[config.mk]
export PLATFORM = sky130hd
export DESIGN_NAME = afp_csr
export DESIGN_NICKNAME = d
export VERILOG_FILES = /design/src/rtl/afp_pkg.sv /design/src/rtl/afp_csr.sv
export SDC_FILE = /design/constraint.sdc
export NUM_CORES = 1
export LEC_CHECK = 0
export ABC_AREA = 0
export BUFFER_PORTS_ARGS = -buffer_cell sky130_fd_sc_hd__buf_2
export CORE_MARGIN = 2
export CORE_UTILIZATION = 39
export CTS_BUF_LIST = sky130_fd_sc_hd__clkbuf_16
export DETAILED_ROUTE_END_ITERATION = 8
export GPL_ROUTABILITY_DRIVEN = 0
export PLACE_DENSITY = 0.83
export SLEW_MARGIN = 20
export SYNTH_ARGS = -nofsm -noshare
export SYNTH_HDL_FRONTEND = slang
export SYNTH_SLANG_ARGS = --single-unit
export TNS_END_PERCENT = 30
[constraint.sdc]
create_clock -name clock -period 0.85 [get_ports clock]
set_clock_uncertainty 0.1 [all_clocks]
set_input_delay 0.085 -clock clock [delete_from_list [all_inputs] [get_ports clock]]
set_output_delay 0.085 -clock clock [all_outputs]
set_load 0.005 [all_outputs]
[src/rtl/afp_pkg.sv]
// shared constants, types and helpers for the arm forward position block
`timescale 1ns / 1ps
package afp_pkg;

   localparam int ANGLE_BITS_DEFAULT = 16;
   localparam int TRIG_ITERATIONS_DEFAULT = 16;

   localparam int FIELD_W = 16;
   localparam int LINK_W = 16;
   localparam int OUT_W = 18;
   localparam int TURN_W = 32;
   localparam int CORDIC_W = 34;
   localparam int TRIG_W = 32;
   localparam int ATAN_LEN = 24;

   localparam logic [LINK_W-1:0] UPPER_LINK_RESET = 16'd11141;
   localparam logic [LINK_W-1:0] FORE_LINK_RESET = 16'd7209;
   localparam logic signed [CORDIC_W-1:0] CORDIC_GAIN = 34'sd652032874;

   localparam int CSR_ADDR_W = 3;
   localparam int CSR_DATA_W = 32;

   typedef enum logic [0:0] {
      REG_UPPER_LINK = 1'b0,
      REG_FORE_LINK  = 1'b1
   } csr_index_type;

   typedef struct packed {
      logic [LINK_W-1:0] upper_link;
      logic [LINK_W-1:0] fore_link;
   } link_cfg_type;

   // arctangent of 2^-i in 2^-32 turns
   function automatic logic signed [CORDIC_W-1:0] atan_turn(input int idx);
      logic signed [CORDIC_W-1:0] v;
      case (idx)
         0: v = 34'sd536870912;
         1: v = 34'sd316933406;
         2: v = 34'sd167458907;
         3: v = 34'sd85004756;
         4: v = 34'sd42667331;
         5: v = 34'sd21354465;
         6: v = 34'sd10679838;
         7: v = 34'sd5340245;
         8: v = 34'sd2670163;
         9: v = 34'sd1335087;
         10: v = 34'sd667544;
         11: v = 34'sd333772;
         12: v = 34'sd166886;
         13: v = 34'sd83443;
         14: v = 34'sd41722;
         15: v = 34'sd20861;
         16: v = 34'sd10430;
         17: v = 34'sd5215;
         18: v = 34'sd2608;
         19: v = 34'sd1304;
         20: v = 34'sd652;
         21: v = 34'sd326;
         22: v = 34'sd163;
         23: v = 34'sd81;
         default: v = '0;
      endcase
      return v;
   endfunction

   // clamp a wide signed value to the output range
   function automatic logic signed [OUT_W-1:0] sat_out(input logic signed [65:0] v);
      logic signed [OUT_W-1:0] r;
      if (v > 66'sd131071) begin
         r = 18'sd131071;
      end else if (v < -66'sd131072) begin
         r = -18'sd131072;
      end else begin
         r = v[OUT_W-1:0];
      end
      return r;
   endfunction

endpackage

[src/rtl/afp_csr.sv]
// link length registers behind the apb-style port
`timescale 1ns / 1ps
module afp_csr (
   input  logic                                clock,
   input  logic                                reset,
   input  logic                                csr_psel,
   input  logic                                csr_penable,
   input  logic                                csr_pwrite,
   input  logic [afp_pkg::CSR_ADDR_W-1:0]      csr_paddr,
   input  logic [afp_pkg::CSR_DATA_W-1:0]      csr_pwdata,
   output logic [afp_pkg::CSR_DATA_W-1:0]      csr_prdata,
   output logic                                csr_pready,
   output afp_pkg::link_cfg_type               cfg
);
   afp_pkg::link_cfg_type cfg_ff;
   afp_pkg::csr_index_type idx;
   logic wr;

   assign idx = afp_pkg::csr_index_type'(csr_paddr[2]);
   assign wr = csr_psel && csr_penable && csr_pwrite;

   always_ff @(posedge clock) begin
      if (reset) begin
         cfg_ff.upper_link <= afp_pkg::UPPER_LINK_RESET;
         cfg_ff.fore_link <= afp_pkg::FORE_LINK_RESET;
      end else if (wr) begin
         case (idx)
            afp_pkg::REG_UPPER_LINK: cfg_ff.upper_link <= csr_pwdata[afp_pkg::LINK_W-1:0];
            afp_pkg::REG_FORE_LINK:  cfg_ff.fore_link <= csr_pwdata[afp_pkg::LINK_W-1:0];
            default: ;
         endcase
      end
   end

   always_comb begin
      case (idx)
         afp_pkg::REG_UPPER_LINK: csr_prdata = 32'(cfg_ff.upper_link);
         afp_pkg::REG_FORE_LINK:  csr_prdata = 32'(cfg_ff.fore_link);
         default: csr_prdata = '0;
      endcase
   end

   assign csr_pready = 1'b1;
   assign cfg = cfg_ff;
endmodule

* Yosys cells after proc, flatten, opt, wreduce, memory -nomap -nowiden *
Index checks and enable logic that the tools add are counted.

operators by class
  $lt $le $gt $ge = 0
  reductions and logical operators = 4
  divide/modulo/power cells = 0
  bitwise logic cells = 1
  mux-type cells = 1
  add/sub/neg operators = 0
  shift-type cells = 0
  $mul = 0
  eq/ne operators = 0

operator list
  cell                                 count
  one-hot mux 32 bit (2 select lines)  1
  AND reduction 2 bit                  2
  logical AND 1 bit                    2
  inverter 1 bit                       1

word-level totals
  input port bits = 40
  word-level logic and storage cells = 8
  flip-flop bits (word level) = 32
  output and inout bits = 65
  RAM bits = 0
  bits in latches = 0
  memories kept = 0
  ROM bits = 0

* Logic depth before layout (Yosys ltp) *
  word-level depth = 3
  depth in mapped cells = 4
  depth with buffers taken out = 2

* Least setup slack after synthesis *
Ideal clock, no wire load.

  path kind = input port to flip-flop
  from = input csr_paddr[2] (netlist name)
  to = register cfg_ff (netlist bit cfg[10])
  path slack = -0.084 ns
  stages on the path = 4
  setup time = 0.072 ns
  arrival = 0.763 ns
  buffers on the path = 2
  data required time = 0.678 ns
  cell sequence = buf_4 and4_4 buf_6 mux2i_1

on the way
  word-level cells in the longest chain between the ends = 1

RTL lines
  what                                  line           text
  start: declaration                    afp_csr.sv:9   input logic [afp_pkg::CSR_ADDR_W-1:0] csr_paddr,
  AND reduction 2 bit (no source line)  n/a
  end: declaration                      afp_csr.sv:15  afp_pkg::link_cfg_type cfg_ff;

Every way passes these cells.
A chain may end at the register's enable or synchronous reset.

* Worst setup path in the final report *
  from = register cfg_ff (netlist bit cfg[20])
  to = output csr_prdata[4] (netlist name)

on the way
  word-level cells in the longest chain between the ends = 1

RTL lines
  what                                 line           text
  one-hot mux 32 bit (2 select lines)  afp_csr.sv:36  case (idx)
  end: declaration                     afp_csr.sv:11  output logic [afp_pkg::CSR_DATA_W-1:0] csr_prdata,

Every way passes these cells. The select of a mux whose other input is x is not followed.

==> metrics.txt <==
remaining global-route overflow=0; clock tree from TritonCTS=built; Worst Setup End Kind=output pin; via count of the first global-routing pass=1,452; register bit total from synthesis=32; standby leakage power=0.00136 uW; Worst Setup Path Type=reg -> out; first-iteration detailed-routing DRC count=67; overall routing resource usage=17.1%; clock edge transition at the registers on the reported setup and hold paths=0.05 ns; time the worst path needs with I/O delays and setup=1.17 ns; average routed wire per standard cell=13.7 um; final count of pins violating max slew=0; commonest non-fill, non-tap cells in the layout=50 x sky130_fd_sc_hd__buf_6, 41 x sky130_fd_sc_hd__buf_2, 32 x sky130_fd_sc_hd__mux2i_1, 32 x sky130_fd_sc_hd__nand2b_1, 24 x sky130_fd_sc_hd__dfxtp_2; failing checks=negative hold slack, negative setup slack; required time worst endpoint=0.66 ns; portion of total power attributed to combinational logic=16.3%; routed length on met2=2610 um; worst setup slack after layout=-0.318 ns; non-filler cells in the finished layout=338; Ys Warns=0; area growth from synthesis to layout=70.2%; number of diodes=0; floorplan die height=70.0 um; crit-path max FO=2; number of levels the H-tree was split into=2; count of endpoints failing hold in the final timing report=5; number of buffers added by the clock tree synthesis step=5; clock network fraction of design power=42.6%; Net Sw Power=844 uW; delay contributed by the slowest stage of the critical path=0.32 ns; placed cell count=317; ratio of cells with drive above 1 in the final layout=58.0%; NumNets Final=326; post-route ant nets=0; Die ar.=4900 um^2; unrepaired setup endpoints after global routing=true; highest achievable clock rate=856 MHz; Critical Path, Cell by Cell=mux2_4 -> buf_6; number of distinct library cells after synthesis=15; Power Density=1310 nW/um^2; part of the total power dissipated in sequential elements=41.1%; cell with the largest stage delay on the worst path=sky130_fd_sc_hd__dfxtp_2; share of the yosys chip area belonging to registers=37.7%; wire length of the first global-routing pass=6730 um; flip-flop count of the largest register, all copies and words added=32; clock latency on the worst-skew pair=0.26 ns; total length of routed wires=4630 um; maximum number of pins on one net before global-route repair=40; M1 WL=1810 um; synthesized area divided by synthesized cell count=9.94 um^2; # fillers=325; placeable core region=4260 um^2; CTS root buffer=sky130_fd_sc_hd__clkbuf_16; row cnt=24; Final Setup Violations=52; total iterations of the first detailed-routing run=4; Final Cycle Share=137%; floorplan die width=70.0 um; count of buffers from port buffering=69; net switching fraction of the power=22.2%; top layer in use=met4; HPWL after DPL=2930 um; peak supply drop=1.49 mV; path type of the worst min-delay path=in -> reg; netlist area before placement=1700 um^2; via count=1,526; initial standard-cell utilization of the core=39.9%; number of cells produced by synthesis=171; Arr. time, crit path=0.98 ns; CP Launch Type=flip-flop; Max-cap violations=0; worst hold slack across all endpoints=-0.0154 ns; via-per-instance ratio=4.51; met3 wire len=187 um; result of the run=finished with violations; total I/O pin count=105; cell internal power dissipation=2950 uW; DRC violations left=0; worst-case clock buffer depth=2; most common cell after layout, fill and taps aside=sky130_fd_sc_hd__buf_6; Clock Sinks=32; antenna violations before repair=0
## kinds of logic (layout without fill, tap and decap cells)
| family | after synthesis | count (layout) | synth area share [%] |
|---|---|---|---|
| AND/OR/NAND/NOR | 61 | 61 | 19.9 |
| multiplexers | 48 | 48 | 29.4 |
| flip-flops | 32 | 32 | 37.7 |
| buffers and inverters | 28 | 128 | 12.5 |
| other | 2 | 17 | 0.442 |
## final cells by class
type,count,area [um^2],share of cell area [%]
Sequential cell,32,671,23.2
Tap cell,52,65.1,2.25
Clock buffer,5,125,4.32
Clock inverter,2,7.51,0.259
Timing Repair Buffer,121,1070,37.1
Multi-Input combinational cell,126,952,32.9
## cell usage after synthesis
library cell / count / area share [%]
sky130_fd_sc_hd__nand2b_1: 33 / 12
sky130_fd_sc_hd__buf_6: 2 / 1.3
sky130_fd_sc_hd__conb_1: 2 / 0.44
sky130_fd_sc_hd__dfxtp_1: 32 / 38
sky130_fd_sc_hd__nor2_1: 24 / 5.3
sky130_fd_sc_hd__nand4b_1: 1 / 0.52
sky130_fd_sc_hd__buf_4: 20 / 8.8
sky130_fd_sc_hd__buf_12: 1 / 1.2
sky130_fd_sc_hd__clkbuf_1: 4 / 0.88
sky130_fd_sc_hd__mux2i_1: 32 / 19
sky130_fd_sc_hd__nand4_2: 1 / 0.74
sky130_fd_sc_hd__and4_4: 1 / 0.66
sky130_fd_sc_hd__mux2_2: 16 / 11
sky130_fd_sc_hd__buf_2: 1 / 0.29
sky130_fd_sc_hd__and4b_1: 1 / 0.59
## worst paths after layout
kind / start / end / slack, ns / cells after the start
worst max-delay path: cfg[20] / csr_prdata[4] / -0.32 / 2
worst min-delay path: csr_pwdata[0] / cfg[0] / -0.02 / 3
worst max register to register: cfg[18] / cfg[18] / -0.03 / 4
worst min register to register: cfg[27] / cfg[27] / 0.44 / 2
## worst max-delay path, delay by kind of cell (launching register included)
kind | cells | cell delay, ns
buffers and inverters | 1 | 0.12
multiplexers | 1 | 0.28
flip-flops | 1 | 0.32
## power by group through the flow
stage | logic (uW) | clock network, uW | registers, uW
floorplan | 300 | 0 | 1590
global placement | 479 | 0 | 1580
detailed placement | 486 | 0 | 1580
CTS | 563 | 1640 | 1560
finish | 617 | 1620 | 1560
global route | 663 | 1710 | 1560
## routing by layer
layer / vias up / global-route usage, %
met2: 42 / 32.5
met3: 2 / 3.61
met1: 723 / 19.5
li1: 759 / -
met4: 0 / 3.63
met5: - / 0
## through the flow
step	utilization (%)	area (um^2)	worst slack (ns)	total power (uW)	TNS (ns)
floorplan	-	1770	-0.0565	1890	-1.23
CTS	63.5	2710	-0.302	3760	-9.69
global route	67.9	2890	-0.341	3940	-10.96
detailed placement	53.7	2290	-0.246	2070	-9.24
finish	67.9	2890	-0.318	3800	-9.62
global placement	53.7	2290	-0.202	2060	-8.69
## what timing repair did
item | CTS | global route
pin swaps | 0 | 2
setup endpoints to repair | 48 | 69
buffers inserted | 4 | 3
hold endpoints to repair | 15 | 0
resized for setup | 43 | 51
hold buffers | 9 | 0
No activity file was read; power rests on OpenSTA's default activity.
